File: config.mk
export PLATFORM = sky130hd
export DESIGN_NAME = tdpt_div
export DESIGN_NICKNAME = d
export VERILOG_FILES = /design/src/design/tdpt_pkg.sv /design/src/design/tdpt_div.sv
export SDC_FILE = /design/constraint.sdc
export NUM_CORES = 1
export LEC_CHECK = 0
export BUFFER_PORTS_ARGS = -buffer_cell sky130_fd_sc_hd__buf_2
export CORE_MARGIN = 4
export CORE_UTILIZATION = 45
export CTS_BUF_LIST = sky130_fd_sc_hd__clkbuf_4 sky130_fd_sc_hd__clkbuf_8
export CTS_CLUSTER_DIAMETER = 200
export DETAILED_ROUTE_END_ITERATION = 6
export HOLD_SLACK_MARGIN = 0.02
export PLACE_DENSITY = 0.79
export SETUP_SLACK_MARGIN = 0.05
export SYNTH_ARGS = -nofsm -noshare
export SYNTH_HDL_FRONTEND = slang
export SYNTH_SLANG_ARGS = --single-unit
File: constraint.sdc
create_clock -name clk -period 5.6 [get_ports clk]
set_input_delay 0.84 -clock clk [delete_from_list [all_inputs] [get_ports clk]]
set_output_delay 0.84 -clock clk [all_outputs]
set_load 0.02 [all_outputs]
File: src/design/tdpt_pkg.sv
// Shared types, constants and the microcode program of the trial division prime test.
// Used by tdpt_div, tdpt_seq and trial_division_prime_test; depends on nothing.
package tdpt_pkg;

    localparam int VALUE_BITS = 32;
    // A trial divisor never exceeds floor(sqrt(2^(VALUE_BITS-1))) + 2.
    localparam int DIV_BITS   = VALUE_BITS / 2 + 1;
    localparam int IN_DATA_W  = ((VALUE_BITS + 7) / 8) * 8;
    localparam int OUT_DATA_W = 8;
    localparam int CNT_W      = $clog2(VALUE_BITS + 1);
    localparam int PC_W       = 5;
    localparam int CONST_W    = 4;

    typedef logic [VALUE_BITS-1:0] value_t;
    typedef logic [DIV_BITS-1:0]   divisor_t;
    typedef logic [PC_W-1:0]       pc_t;

    typedef enum logic [2:0] {
        ACT_NONE,
        ACT_LOAD,
        ACT_DIV_CONST,
        ACT_DIV_NEXT,
        ACT_WRITE1,
        ACT_WRITE0
    } act_t;

    typedef enum logic [3:0] {
        C_NEVER,
        C_ALWAYS,
        C_NO_INPUT,
        C_SMALL_NONPRIME,
        C_SMALL_PRIME,
        C_EVEN,
        C_DIV_BUSY,
        C_REM_ZERO,
        C_Q_LT_D,
        C_OUT_BUSY
    } cond_t;

    typedef struct packed {
        act_t               act;
        cond_t              cond;
        pc_t                target;
        logic [CONST_W-1:0] dconst;
    } ctrl_word_t;

    // Datapath status that the sequencer tests for its jumps.
    typedef struct packed {
        logic no_input;
        logic small_nonprime;
        logic small_prime;
        logic even;
        logic div_busy;
        logic rem_zero;
        logic q_lt_d;
        logic out_busy;
    } flags_t;

    localparam pc_t S_IDLE       = 5'd0;
    localparam pc_t S_SMALL_NP   = 5'd1;
    localparam pc_t S_SMALL_P    = 5'd2;
    localparam pc_t S_EVEN       = 5'd3;
    localparam pc_t S_D3         = 5'd4;
    localparam pc_t S_LOOP_WAIT  = 5'd5;
    localparam pc_t S_LOOP_BOUND = 5'd6;
    localparam pc_t S_LOOP_REM   = 5'd7;
    localparam pc_t S_LOOP_NEXT  = 5'd8;
    localparam pc_t S_TRUE_WAIT  = 5'd9;
    localparam pc_t S_TRUE_PUT   = 5'd10;
    localparam pc_t S_FALSE_WAIT = 5'd11;
    localparam pc_t S_FALSE_PUT  = 5'd12;

    function automatic ctrl_word_t cw(act_t act, cond_t cond, pc_t target,
                                      logic [CONST_W-1:0] dconst);
        ctrl_word_t w;
        w.act    = act;
        w.cond   = cond;
        w.target = target;
        w.dconst = dconst;
        return w;
    endfunction

    // Microcode program. A word performs its action, then jumps to its target when its
    // condition holds and otherwise falls through to the next step.
    // Odd divisors run from 3 upward, so divisibility by 3, 5 and 7 falls out of the loop.
    function automatic ctrl_word_t rom_word(pc_t pc);
        ctrl_word_t w;
        w = cw(ACT_NONE, C_ALWAYS, S_IDLE, 4'd0);
        unique case (pc)
            S_IDLE:       w = cw(ACT_LOAD,      C_NO_INPUT,       S_IDLE,       4'd0);
            S_SMALL_NP:   w = cw(ACT_NONE,      C_SMALL_NONPRIME, S_FALSE_WAIT, 4'd0);
            S_SMALL_P:    w = cw(ACT_NONE,      C_SMALL_PRIME,    S_TRUE_WAIT,  4'd0);
            S_EVEN:       w = cw(ACT_NONE,      C_EVEN,           S_FALSE_WAIT, 4'd0);
            S_D3:         w = cw(ACT_DIV_CONST, C_NEVER,          S_IDLE,       4'd3);
            S_LOOP_WAIT:  w = cw(ACT_NONE,      C_DIV_BUSY,       S_LOOP_WAIT,  4'd0);
            S_LOOP_BOUND: w = cw(ACT_NONE,      C_Q_LT_D,         S_TRUE_WAIT,  4'd0);
            S_LOOP_REM:   w = cw(ACT_NONE,      C_REM_ZERO,       S_FALSE_WAIT, 4'd0);
            S_LOOP_NEXT:  w = cw(ACT_DIV_NEXT,  C_ALWAYS,         S_LOOP_WAIT,  4'd0);
            S_TRUE_WAIT:  w = cw(ACT_NONE,      C_OUT_BUSY,       S_TRUE_WAIT,  4'd0);
            S_TRUE_PUT:   w = cw(ACT_WRITE1,    C_ALWAYS,         S_IDLE,       4'd0);
            S_FALSE_WAIT: w = cw(ACT_NONE,      C_OUT_BUSY,       S_FALSE_WAIT, 4'd0);
            S_FALSE_PUT:  w = cw(ACT_WRITE0,    C_ALWAYS,         S_IDLE,       4'd0);
            default:      w = cw(ACT_NONE,      C_ALWAYS,         S_IDLE,       4'd0);
        endcase
        return w;
    endfunction

endpackage

File: src/design/tdpt_div.sv
// Restoring divider of the trial division prime test: one quotient bit per cycle.
// Depends on tdpt_pkg for the value and divisor widths.
module tdpt_div (
    input  logic              clk,
    input  logic              rst_n,
    input  logic              start,
    input  tdpt_pkg::value_t   dividend,
    input  tdpt_pkg::divisor_t divisor,
    output logic              busy,
    output tdpt_pkg::value_t   quotient,
    output tdpt_pkg::divisor_t remainder
);
    import tdpt_pkg::*;

    logic [CNT_W-1:0]  cnt_reg, cnt_next;
    value_t            quo_reg, quo_next;
    divisor_t          rem_reg, rem_next;
    divisor_t          dvs_reg, dvs_next;
    logic [DIV_BITS:0]   rem_sh;
    logic [DIV_BITS+1:0] diff;

    always_comb
    begin
        rem_sh   = {rem_reg, quo_reg[VALUE_BITS-1]};
        diff     = {1'b0, rem_sh} - {2'b00, dvs_reg};
        cnt_next = cnt_reg;
        quo_next = quo_reg;
        rem_next = rem_reg;
        dvs_next = dvs_reg;
        if (start)
        begin
            cnt_next = CNT_W'(VALUE_BITS);
            quo_next = dividend;
            rem_next = '0;
            dvs_next = divisor;
        end
        else if (cnt_reg != '0)
        begin
            cnt_next = cnt_reg - 1'b1;
            // A clear top bit of the difference means the shifted remainder covers the divisor.
            if (!diff[DIV_BITS+1])
            begin
                rem_next = diff[DIV_BITS-1:0];
                quo_next = {quo_reg[VALUE_BITS-2:0], 1'b1};
            end
            else
            begin
                rem_next = rem_sh[DIV_BITS-1:0];
                quo_next = {quo_reg[VALUE_BITS-2:0], 1'b0};
            end
        end
    end

    always_ff @(posedge clk or negedge rst_n)
    begin
        if (!rst_n)
        begin
            cnt_reg <= '0;
        end
        else
        begin
            cnt_reg <= cnt_next;
        end
    end

    always_ff @(posedge clk)
    begin
        quo_reg <= quo_next;
        rem_reg <= rem_next;
        dvs_reg <= dvs_next;
    end

    assign busy      = (cnt_reg != '0);
    assign quotient  = quo_reg;
    assign remainder = rem_reg;

endmodule

Word level (Yosys, flattened, before mapping)
Index checks and enable logic that the tools add are counted.
Widths: inputs -> output; s select.
Storage, ports and cells
  register bits: 72
Operators by class
  add/sub/neg operators: 2
  muxes and demuxes: 6
  reductions and logical operators: 2
Operator list (number)
  $mux 32: 2
  $sub 18x17->19: 1
  $mux 17: 1
  $mux 6: 2
  $reduce_bool 6->1: 1
  $sub 6x1->6 const B: 1
  $reduce_bool 2->1: 1
  $mux 1: 1

Longest topological paths before layout
Gate-level depths: netlist (run 1).
  word-level depth: 4
  gate-level depth with buffers: 12
  mapped depth without buffers: 11

Worst setup path before layout (run 1)
Ideal clock, no wire load.
  kind: reg2reg
  start point: register quo_reg[31] (netlist: quotient[31])
  end point: register quo_reg[0] (netlist: quotient[0]) (data pin)
  library setup time: 0.260 ns
  data arrival time: 2.534 ns
  required time: 5.340 ns
  slack: 2.806 ns
  stages on the path, launching flop included: 11
  buffers on the path: 1
  period minus slack after synthesis: 2.794 ns
  cells stage by stage: edfxtp_1 inv_1 ha_1 inv_1 fa_1 a21o_1 a221o_1 a31oi_4 o221ai_4 buf_4 mux2_2
On the way
  cells in the longest elaborated chain, start to end: 4
Ends and longest elaborated chain
  start, declared: RTL line tdpt_div.sv:16  | value_t quo_reg, quo_next;
  start signal, assigned: RTL line tdpt_div.sv:68  | quo_reg <= quo_next;
  $sub 18x17->19: RTL line tdpt_div.sv:25  | diff = {1'b0, rem_sh} - {2'b00, dvs_reg};
  $mux 1: RTL line tdpt_div.sv:41  | if (!diff[DIV_BITS+1])
  $mux 32: RTL line tdpt_div.sv:37  | else if (cnt_reg != '0)
  $mux 32: RTL line tdpt_div.sv:30  | if (start)
  net quo_next[0]: RTL line tdpt_div.sv:16
The timed path passes the listed nets, and every way through them passes these cells. The select of a mux whose other input is x is not followed.
A chain may end at the register's enable or synchronous reset.

Final worst setup path (run 1)
  start point: register cnt_reg[0]
  end point: register quo_reg[17] (netlist: quotient[17]), enable pin
On the way
  cells in the longest elaborated chain, start to end: 2
Ends and longest elaborated chain
  start, declared: RTL line tdpt_div.sv:15  | logic [CNT_W-1:0] cnt_reg, cnt_next;
  start signal, assigned: RTL line tdpt_div.sv:62  | cnt_reg <= cnt_next;
  $reduce_bool 6->1: RTL line tdpt_div.sv:37
  $reduce_bool 2->1 (no line)
No other way between the ends.

==> results of run 1 <==
## routing by layer
layer | vias up | wire length [um] | track usage
met5 | - | 0 | 0
met4 | 0 | 214 | 0.0819
met3 | 17 | 729 | 0.0577
met2 | 123 | 4060 | 0.281
met1 | 1406 | 3840 | 0.237
li1 | 1441 | - | -
## power groups by stage
stage               Combinational, uW  Sequential (uW)  Clock [uW]
CTS                              1050              844         465
global route                     1160              863         482
finish                           1040              845         455
global placement                 1010              846           0
detailed placement               1040              851           0
floorplan                         660              954           0
## final cells by class
type	count	area share
Timing Repair Buffer	102	0.111
Tap cell	105	0.0285
Clock inverter	6	0.0185
Multi-Input combinational cell	227	0.366
Inverter	26	0.0212
Sequential cell	72	0.426
Clock buffer	10	0.0285
## logic make-up after synthesis
logic type / count (synthesis) / share of synthesized area
compound gates: 66 / 0.120
flops: 72 / 0.517
fa+ha+maj: 19 / 0.0647
simple gates: 90 / 0.115
xor+xnor: 12 / 0.0277
buf+inv: 36 / 0.0386
mux: 40 / 0.117
## layout by cell type (no fill, tap or decap), drive strengths merged, types with 5 or more instances in the layout
| master | n |
|---|---|
| buf | 102 |
| edfxtp | 49 |
| mux2 | 33 |
| nor2 | 26 |
| inv | 26 |
| nand2 | 24 |
| a21oi | 22 |
| ha | 18 |
| dfxtp | 17 |
| o21ai | 16 |
| nand3 | 11 |
| clkbuf | 10 |
| a211oi | 10 |
| xnor2 | 8 |
| mux2i | 7 |
| dfrtp | 6 |
| nand2b | 5 |
## how the worst max path moves through the flow
| stage | from | end | slack, ps | depth (start not counted) |
|---|---|---|---|---|
| after floorplan | quotient[31]$_DFFE_PP_ | quotient[0]$_DFFE_PP_ | 2810 | 10 |
| after global placement | cnt_reg[0]$_DFFE_PN0P_ | quotient[28]$_DFFE_PP_ | 2390 | 7 |
| after detailed placement | cnt_reg[0]$_DFFE_PN0P_ | quotient[0]$_DFFE_PP_ | 2140 | 7 |
| after CTS | cnt_reg[0]$_DFFE_PN0P_ | quotient[30]$_DFFE_PP_ | 2100 | 7 |
| after global routing | cnt_reg[0]$_DFFE_PN0P_ | quotient[17]$_DFFE_PP_ | 1790 | 7 |
| final | cnt_reg[0]$_DFFE_PN0P_ | quotient[17]$_DFFE_PP_ | 2100 | 7 |
## through the flow
stage | power [uW] | hold slack, ps | std cells | util
after floorplan | 1610 | 534 | 335 | -
after global placement | 1850 | 514 | 532 | 0.534
after detailed placement | 1890 | 517 | 532 | 0.534
after CTS | 2350 | 284 | 548 | 0.560
after global routing | 2500 | 305 | 548 | 0.560
final | 2340 | 300 | 548 | 0.560
==> summary.md, run 1 <==
| Metric | Value |
|---|---|
| Leakage | 0.00204 uW |
| Clock buffer depth | 2 |
| # fillers | 688 |
| Largest net degree at the start of global routing | 67 |
| Bufs and invs on worst path | 3 |
| Layout cells sized above 1 | 0.359 |
| Final wirelength | 8.85 mm |
| Clock Pin Slew Worst Setup and Hold Paths | 80 ps |
| PortBufs | a little over 100 |
| Yosys warns | 0 |
| Setup-failing EPs final | 0 |
| Yosys top cell area share | 0.388 |
| Largest register FFs | 32 |
| R2r endpoint | quotient[17]$_DFFE_PP_ |
| PD cells | 509 nW/um2 |
| Switching power | 951 uW |
| Fmax | 0.286 GHz |
| Vias in the first global route | 3078 |
| Final worst-path setup slack | 2100 ps |
| Post-placement cell area | 4390 um2 |
| Grt ovf | 0 |
| Slew Limit Fails | 0 |
| Min Tclk post-route | 3500 ps |
| Tcrit/Tclk final | 0.624 |
| Dpl ws | 2140 ps |
| Cell mode on critical path | inv_1 |
| Syn_area_per_cell | 11.3 um2 |
| Netlist Area Pre-Place | 3790 um2 |
| Cts bufs inserted | 9 |
| Ports | approximately 100 |
| Reg2reg start | cnt_reg[0]$_DFFE_PN0P_ |
| Worst min path class | in2async |
| CTS tree | built |
| DIE HEIGHT | 99.8 um |
| Total track usage | 0.183 |
| Multi-input gate area | 1680 um2 |
| EDFF count, synth | 49 |
| Finished Cell Area | 4600 um2 |
| Rel. slew slack | 0.183 |
| Unrepaired setup endpoints after global routing | no |
| Diodes inserted | 0 |
| H-tree Lvls | 3 |
| FF/Latch Area | 1960 um2 |
| Comb power frac | 0.445 |
| Die X | roughly 100 um |
| Post-Syn Instances | around 340 |
| Post-synth top flop | edfxtp_1 |
| Avg WL per Cell | approximately 16 um |
| DRC viols | 0 |
| Most frequent cells after synthesis | edfxtp_1, mux2_2, nor2_1 |
| Reg2reg path depth | 7 |
| First-pass detailed-route iteration total | 4 |
| Root buf cell | clkbuf_8 |
| Post-cts hold buffer count | 0 |
| Sequential power share | 0.360 |
| Leading cell types by total area after synthesis | edfxtp_1, mux2_2, dfxtp_1 |
| Syn_nets | 406 |
| Routability congestion estimate | 0.843 |
| Crit path launch type | flip-flop |
| Routed vias/inst | 5.45 |
| #FFs+latches synth | 72 |
| Clock skew | 12.1 ps |
| Worst Tran Pin Value | 1220 ps |
| Worst Path Arrival | between 3000 and 4000 ps |
| Reg2reg setup slack | roughly 2100 ps |
| Register area share after synthesis | 0.517 |
| Layout area overhead | 21.4% |
| Setup TNS | 0 ps |
| Top delay family on crit path | buffers and inverters |
| Vias | 2987 |
| Max-cap violations | 0 |
| Worst EP required | between 5000 and 6000 ps |
| Initial antenna violation count | 0 |
| Post-CTS setup repair buffer count | 0 |
| Clock latency on the worst-skew pair | 350 ps |
| Post-cts resize count | 0 |
| Final #Nets | 509 |
| Core Box Area | around 8200 um2 |
| Dominant cell by count in the synthesized netlist | edfxtp_1 |
| Critical path type | reg2reg |
| Crit path max fanout | 33 |
| Count of cell types in the netlist | roughly 50 |
| Hpwl dp | between 6 and 7 mm |
| Slowest-stage cell, CP | inv_1 |
| Clock share of power | 0.194 |
| Die area | 9960 um2 |
| Post-synth ARST share | 0.0833 |
| First-pass GRT wire length | around 14 mm |
| Initial Util | 0.461 |
| Status | finished, final reports clean |
| CP Cell Sequence | inv_1, ha_1, nand2b_1, nor4_2, inv_1, nor2_1, inv_1 |
| VDD IR max | 311 uV |
| Iter 0 DRT Violations | 132 |
| CP max stage delay | 680 ps |
| # clock sinks | 72 |
| Critical path endpoint category | flip-flop |
| Synth area leader | edfxtp_1 |
| Final hold viol count | 0 |
| Internal | 1390 uW |
| # rows | 33 |
| Sw Ratio | 0.406 |
| Antenna-violating nets left | 0 |
(Power assumes the default switching activity.)
==> inputs of run 2 (changes only) <==
--- a/config.mk
+++ b/config.mk
@@ -5,6 +5,7 @@
 export SDC_FILE = /design/constraint.sdc
 export NUM_CORES = 1
 export LEC_CHECK = 0
+export ABC_AREA = 1
 export BUFFER_PORTS_ARGS = -buffer_cell sky130_fd_sc_hd__buf_2
 export CORE_MARGIN = 4
 export CORE_UTILIZATION = 45
@@ -12,7 +13,7 @@
 export CTS_CLUSTER_DIAMETER = 200
 export DETAILED_ROUTE_END_ITERATION = 6
 export HOLD_SLACK_MARGIN = 0.02
-export PLACE_DENSITY = 0.79
+export PLACE_DENSITY = 0.78
 export SETUP_SLACK_MARGIN = 0.05
 export SYNTH_ARGS = -nofsm -noshare
 export SYNTH_HDL_FRONTEND = slang
==> constraint.sdc (replaced) <==
create_clock -name clk -period 3.4 [get_ports clk]
set_input_delay 0.51 -clock clk [delete_from_list [all_inputs] [get_ports clk]]
set_output_delay 0.51 -clock clk [all_outputs]
set_load 0.02 [all_outputs]
==> run 2 against run 1 <==
Net effect:
- non-clock buffer count up 5
- count of clock-buffer cells in the layout unchanged
- clock power up 67%
- routed wire length up 21%
- worst hold slack better by 29 ps
- die area up 10%
- core utilization down 1.6 points
- register-to-register slack worse by 1200 ps
- synthesized cell count up 59%
- largest cell class unchanged
==> summary.md, run 2 <==
| Metric | Value |
|---|---|
| Dpl ws | 924 ps |
| Final Core Density | 0.545 |
| R2r endpoint | remainder[8]$_SDFFE_PP0P_ |
| Largest family of logic cells by synthesized area | simple AND/OR/NAND/NOR gates |
| Max-cap violations | 0 |
| Cts bufs inserted | 9 |
| PD cells | approximately 840 nW/um2 |
| Bufs and invs on worst path | 2 |
| Netlist Area Pre-Place | 4220 um2 |
| Yosys warns | 0 |
| Hold Startpoint | divisor[16] |
| Simple-Gate Fraction of Synth Area | 0.316 |
| Post-synth ARST share | 0.0833 |
| Cell mode on critical path | nand3_2 |
| Die area | ~11000 um2 |
| Vias | 3765 |
| Final #Nets | approximately 700 |
| # fillers | 872 |
| #FFs+latches synth | 72 |
| First-pass detailed-route iteration total | 4 |
| Yosys top cell area share | 0.349 |
| DRC viols | 0 |
| Met1 Use GR | 0.260 |
| Setup-failing EPs final | 0 |
| GR Util met2 | 0.320 |
| Status | finished, final reports clean |
| Final wirelength | 10.7 mm |
| Crit path max fanout | 20 |
| Crit. path cell count | 11 |
| CTS tree | built |
| Unrepaired setup endpoints after global routing | no |
| Layout cells sized above 1 | 0.231 |
| PortBufs | 101 |
| Hpwl dp | 8.22 mm |
| Register area share after synthesis | 0.465 |
| Dominant cell by count in the synthesized netlist | nand2_1 |
| CP startpoint | quotient[31]$_DFFE_PP_ |
| Core Box Area | approximately 9200 um2 |
| Routed vias/inst | approximately 5 |
| H-tree Lvls | 3 |
| Setup TNS | 0 ps |
| Ports | 102 |
| Non-filler cells, final | 751 |
| Vias in the first global route | between 3000 and 4000 |
| Initial antenna violation count | 0 |
| Post-CTS setup repair buffer count | 0 |
| XOR/XNOR Fraction of Synth Area | 0.0208 |
| Met3 usage | 0.0556 |
| Leakage | 0.00274 uW |
| Rel. slew slack | 0.497 |
| # clock sinks | 72 |
| FF/Latch Area | just under 2000 um2 |
| Worst EP required | 3690 ps |
| Post-synth top flop | edfxtp_1 |
| Fmax | 0.400 GHz |
| Most frequent cells in the layout | nand2_1, buf_2, inv_1 |
| Synth Area in Compound Gates | 0.0401 |
| Worst Tran Pin Value | 754 ps |
| Initial Util | 0.458 |
| Syn_nets | approximately 600 |
| Post-Syn Instances | 531 |
| Iter 0 DRT Violations | 210 |
| Largest register FFs | 32 |
| CP Cell Sequence | inv_1, ha_1, inv_1, fa_1, nand3_2, nand3_2, nand2_2, nand2_2, nand2_1, nand3_2, o21ai_2 |
| Gr busiest metal | met2 |
| VDD IR max | 411 uV |
| Root buf cell | clkbuf_8 |
| Most frequent cells after synthesis | nand2_1, inv_1, edfxtp_1 |
| Slowest-stage cell, CP | fa_1 |
| Worst min path class | in2reg |
| Worst Path Arrival | roughly 2800 ps |
| Reg2reg setup slack | roughly 900 ps |
| Count of cell types in the netlist | 36 |
| Syn_area_per_cell | 7.94 um2 |
| Diodes inserted | 0 |
| Min Tclk post-route | about 2500 ps |
| Reg2reg start | quotient[31]$_DFFE_PP_ |
| EDFF count, synth | 49 |
| Top delay family on crit path | simple AND/OR/NAND/NOR gates |
| Most common cell after layout, fill and taps aside | nand2_1 |
| Slew Limit Fails | 0 |
| DP Cell Count | ~730 |
| Clock buffer depth | 2 |
| Clock latency on the worst-skew pair | 350 ps |
| Reg2reg path depth | 11 |
| Critical path type | reg2reg |
| Clock skew | 12.6 ps |
| Final worst-path setup slack | approximately 900 ps |
| Critical path endpoint category | flip-flop |
| PnR Total Power | 4230 uW |
| Largest net degree at the start of global routing | 51 |
| Clock Pin Slew Worst Setup and Hold Paths | about 90 ps |
| Layout area overhead | 18.8% |
| Antenna-violating nets left | 0 |
| Avg WL per Cell | 14.3 um |
| CP endpoint | remainder[8]$_SDFFE_PP0P_ |
| CP max stage delay | around 470 ps |
| Die X | 105 um |
| Crit path launch type | flip-flop |
| Tcrit/Tclk final | 0.736 |
| Portion of netlist area occupied by mux cells | 0 |
| Synth area leader | edfxtp_1 |
| Total track usage | 0.200 |
| Multi-input gate area | between 1500 and 2000 um2 |
| First-pass GRT wire length | 17.7 mm |
| Leading cell types by total area after synthesis | edfxtp_1, nand2_1, dfxtp_1 |
| Final hold viol count | 0 |
| Post-synthesis adder-cell area fraction | 0.0582 |
| Grt ovf | 0 |
| Routability congestion estimate | 0.978 |
| # rows | 35 |
| DIE HEIGHT | 105 um |
run 2: logic make-up after synthesis:
kind of cell    count (synthesis)
simple gates                  303
buf+inv                        96
flops                          72
compound gates                 31
fa+ha+maj                      19
xor+xnor                       10
run 2: worst register-to-register path, cell delays in order, from the launching register on:
cell	delay [ps]
edfxtp_1	390
inv_1	90
ha_1	160
inv_1	80
fa_1	470
nand3_2	140
nand3_2	90
nand2_2	370
nand2_2	320
nand2_1	190
nand3_2	80
o21ai_2	70
run 2: repair_timing:
item                                    in CTS  in global routing
endpoints found under the hold margin        6                  0
gates resized for setup                      0                  0
hold buffers                                 1                  0
endpoints found under the setup margin       0                  0
run 2: area by class of cell:
type / count / share of cell area
Timing Repair Buffer: 107 / 0.110
Tap cell: 111 / 0.0277
Clock buffer: 10 / 0.0262
Inverter: 82 / 0.0615
Sequential cell: 72 / 0.392
Multi-Input combinational cell: 363 / 0.366
Clock inverter: 6 / 0.0167
run 2: per-stage QoR:
step	area, um2	hold slack, ps
global route	5010	308
floorplan	4220	214
detailed placement	4780	344
CTS	5010	313
finish	5010	329
global placement	4780	340
run 2: where the power goes:
group	internal [uW]	switching (uW)	total (uW)	leakage, uW
sequential	1180	190	1370	0.000731
combinational	749	1350	2100	0.00189
clock	421	339	760	0.000114
run 2: layer usage:
layer / share of wire / vias to the layer above
met5: 0 / -
met4: 0.021 / 0
met3: 0.092 / 20
met2: 0.45 / 141
met1: 0.44 / 1714
li1: - / 1890
run 2: how the worst min path moves through the flow:
stage	endpoint	slack [ps]	cells after the start
after floorplan	cnt_reg[0]$_DFFE_PN0P_	210	0
after global placement	cnt_reg[5]$_DFFE_PN0P_	340	1
after detailed placement	cnt_reg[5]$_DFFE_PN0P_	340	1
after CTS	dvs_reg[16]$_DFFE_PP_	310	1
after global routing	dvs_reg[16]$_DFFE_PP_	310	1
final	dvs_reg[16]$_DFFE_PP_	330	1
==> inputs of run 3 (changes only) <==
--- a/config.mk
+++ b/config.mk
@@ -5,7 +5,7 @@
 export SDC_FILE = /design/constraint.sdc
 export NUM_CORES = 1
 export LEC_CHECK = 0
-export ABC_AREA = 1
+export ABC_AREA = 0
 export BUFFER_PORTS_ARGS = -buffer_cell sky130_fd_sc_hd__buf_2
 export CORE_MARGIN = 4
 export CORE_UTILIZATION = 45
@@ -13,7 +13,7 @@
 export CTS_CLUSTER_DIAMETER = 200
 export DETAILED_ROUTE_END_ITERATION = 6
 export HOLD_SLACK_MARGIN = 0.02
-export PLACE_DENSITY = 0.78
+export PLACE_DENSITY = 0.79
 export SETUP_SLACK_MARGIN = 0.05
 export SYNTH_ARGS = -nofsm -noshare
 export SYNTH_HDL_FRONTEND = slang
==> constraint.sdc (replaced) <==
create_clock -name clk -period 2.36 [get_ports clk]
set_input_delay 0.354 -clock clk [delete_from_list [all_inputs] [get_ports clk]]
set_output_delay 0.354 -clock clk [all_outputs]
set_load 0.02 [all_outputs]
==> run 3 against run 2 <==
Net effect:
- the run now ends with negative setup slack left
- flip-flop and latch count is the same
- critical endpoint is now remainder[14]$_SDFFE_PP0P_
- critical path depth grew 1
- maximum frequency shrank 5.9%
- clock skew is essentially flat
- largest power group unchanged
- final cell count shrank 21%
- non-clock buffer count grew 43
==> summary.md, run 3 (synthesis gave the netlist of run 1 again) <==
| Metric | Value |
|---|---|
| VDD IR max | 644 uV |
| Largest net degree at the start of global routing | 33 |
| Vias | 3202 |
| Tcrit/Tclk final | 1.13 |
| R2r endpoint | remainder[14]$_SDFFE_PP0P_ |
| # rows | 33 |
| Reg2reg path depth | 12 |
| Violated checks | negative setup slack |
| Diodes inserted | 0 |
| Max-cap violations | 0 |
| Routed vias/inst | 5.37 |
| Critical path endpoint category | flip-flop |
| Antenna-violating nets left | 0 |
| H-tree Lvls | 3 |
| Worst min path class | in2reg |
| PD cells | 1220 nW/um2 |
| Worst Path Arrival | 2890 ps |
| Clock Pin Slew Worst Setup and Hold Paths | around 90 ps |
| First-pass detailed-route iteration total | 4 |
| # fillers | 626 |
| Reg2reg setup slack | -300 ps |
| # clock sinks | 72 |
| Min Tclk post-route | 2660 ps |
| Rel. slew slack | 0.634 |
| Most frequent cells in the layout | buf_2, edfxtp_1, buf_4 |
| Worst Tran Pin Value | 547 ps |
| Status | complete, but fails checks |
| Iter 0 DRT Violations | 202 |
| Hpwl dp | ~7 mm |
| Crit path max fanout | 3 |
| Final #Nets | 557 |
| Vias in the first global route | 3223 |
| Top Metal Used | met4 |
| Fmax | 0.376 GHz |
| Unrepaired setup endpoints after global routing | yes |
| Grt ovf | 0 |
| Post-placement cell area | 4670 um2 |
| Ports | 102 |
| Slew Limit Fails | 0 |
| DRC viols | 0 |
| Hold Startpoint | divisor[0] |
| Cts bufs inserted | 9 |
| Die area | roughly 10000 um2 |
| Largest register FFs | 32 |
| Crit path launch type | flip-flop |
| Most common cell after layout, fill and taps aside | buf_2 |
| Routability congestion estimate | 0.933 |
| Reg2reg start | quotient[31]$_DFFE_PP_ |
| Setup TNS | -4560 ps |
| Core Box Area | 8220 um2 |
| Final wirelength | 9.71 mm |
| PortBufs | 101 |
| DR WL met2 | 4.52 mm |
| DIE HEIGHT | 99.8 um |
| CTS tree | built |
| Final worst-path setup slack | -300 ps |
| Clock skew | roughly 12 ps |
| Finished Cell Area | 5080 um2 |
| Die X | 99.8 um |
| Clock buffer depth | 2 |
| Layout cells sized above 1 | 0.466 |
| Total track usage | 0.196 |
| Final Core Density | 0.618 |
| Critical path type | reg2reg |
| Hold depth | 1 |
| Clock latency on the worst-skew pair | 350 ps |
| Setup-failing EPs final | 18 |
| Met3 Routed Length | 874 um |
| Leakage | 0.00230 uW |
| Root buf cell | clkbuf_8 |
| Initial antenna violation count | 0 |
| Hold worst-path end | dvs_reg[0]$_DFFE_PP_ |
| Avg WL per Cell | 16.3 um |
| Dpl ws | -312 ps |
| Initial Util | 0.461 |
| Wl on met1 | 4.13 mm |
| Worst EP required | 2590 ps |
| Layout area overhead | 34.0% |
| First-pass GRT wire length | 15.5 mm |
| Final hold viol count | 0 |
[run 3: changes by cell type in the layout (fill, tap and decap cells not counted), moves of 6 or more]
cell,previous run,this run
a21oi_1,13,19
nor2_1,16,24
buf_4,5,42
nand2_1,211,23
mux2i_1,0,7
nand3_1,43,7
inv_1,79,22
mux2_2,0,32
nand3_2,10,4
[run 3: per-layer routing]
metal	GRT usage	vias up
met4	0.0662	0
met3	0.0653	17
met1	0.257	1517
li1	-	1531
met5	0	-
met2	0.307	137
[run 3: repair_timing]
action | CTS | global route
resized for setup | 11 | 21
setup buffers | 5 | 5
hold endpoints to repair | 6 | 0
pin swaps | 12 | 9
hold buffers | 1 | 0
setup endpoints to repair | 19 | 19
gates cloned | 0 | 1
[run 3: worst max path at each step]
| stage | cells past startpoint | slack (ps) | from | end |
|---|---|---|---|---|
| CTS | 12 | -240 | quotient[31]$_DFFE_PP_ | remainder[16]$_SDFFE_PP0P_ |
| finish | 12 | -300 | quotient[31]$_DFFE_PP_ | remainder[14]$_SDFFE_PP0P_ |
| detailed placement | 12 | -310 | quotient[31]$_DFFE_PP_ | remainder[6]$_SDFFE_PP0P_ |
| floorplan | 10 | -420 | quotient[31]$_DFFE_PP_ | quotient[0]$_DFFE_PP_ |
| global route | 11 | -430 | quotient[31]$_DFFE_PP_ | remainder[3]$_SDFFE_PP0P_ |
| global placement | 12 | -230 | quotient[31]$_DFFE_PP_ | remainder[6]$_SDFFE_PP0P_ |
[run 3: stage by stage]
stage                     instances  total power [uW]  hold WS (ps)
after floorplan                 335              3860          58.4
after global placement          568              4750           184
after detailed placement        568              4830           188
after CTS                       590              5950           156
after global routing            596              6590           154
final                           596              6180           172
[run 3: layout make-up]
cell class	count	area, um2	share of cell area
sequential	72	1960	0.386
multi-input combinational	227	1790	0.353
timing repair buffer	150	892	0.176
clock buffer	10	131	0.0259
tap	105	131	0.0259
inverter	26	101	0.0199
clock inverter	6	70.1	0.0138
[run 3: power by group]
| group | switching (uW) | internal, uW | total (uW) | leakage (uW) |
|---|---|---|---|---|
| Combinational | 1770 | 1440 | 3210 | 0.00149 |
| Clock | 499 | 503 | 1000 | 0.0000921 |
| Sequential | 245 | 1720 | 1960 | 0.000719 |
| Total | 2520 | 3660 | 6180 | 0.00230 |
[run 3: critical path, cell delays in order (launching register included)]
cell,delay [ps]
edfxtp_1,410
inv_1,90
ha_2,180
inv_2,40
fa_2,330
a21o_1,180
a221o_1,350
a31oi_4,270
buf_4,160
o21ai_2,80
nand3_2,100
a2111oi_1,80
a311o_1,280
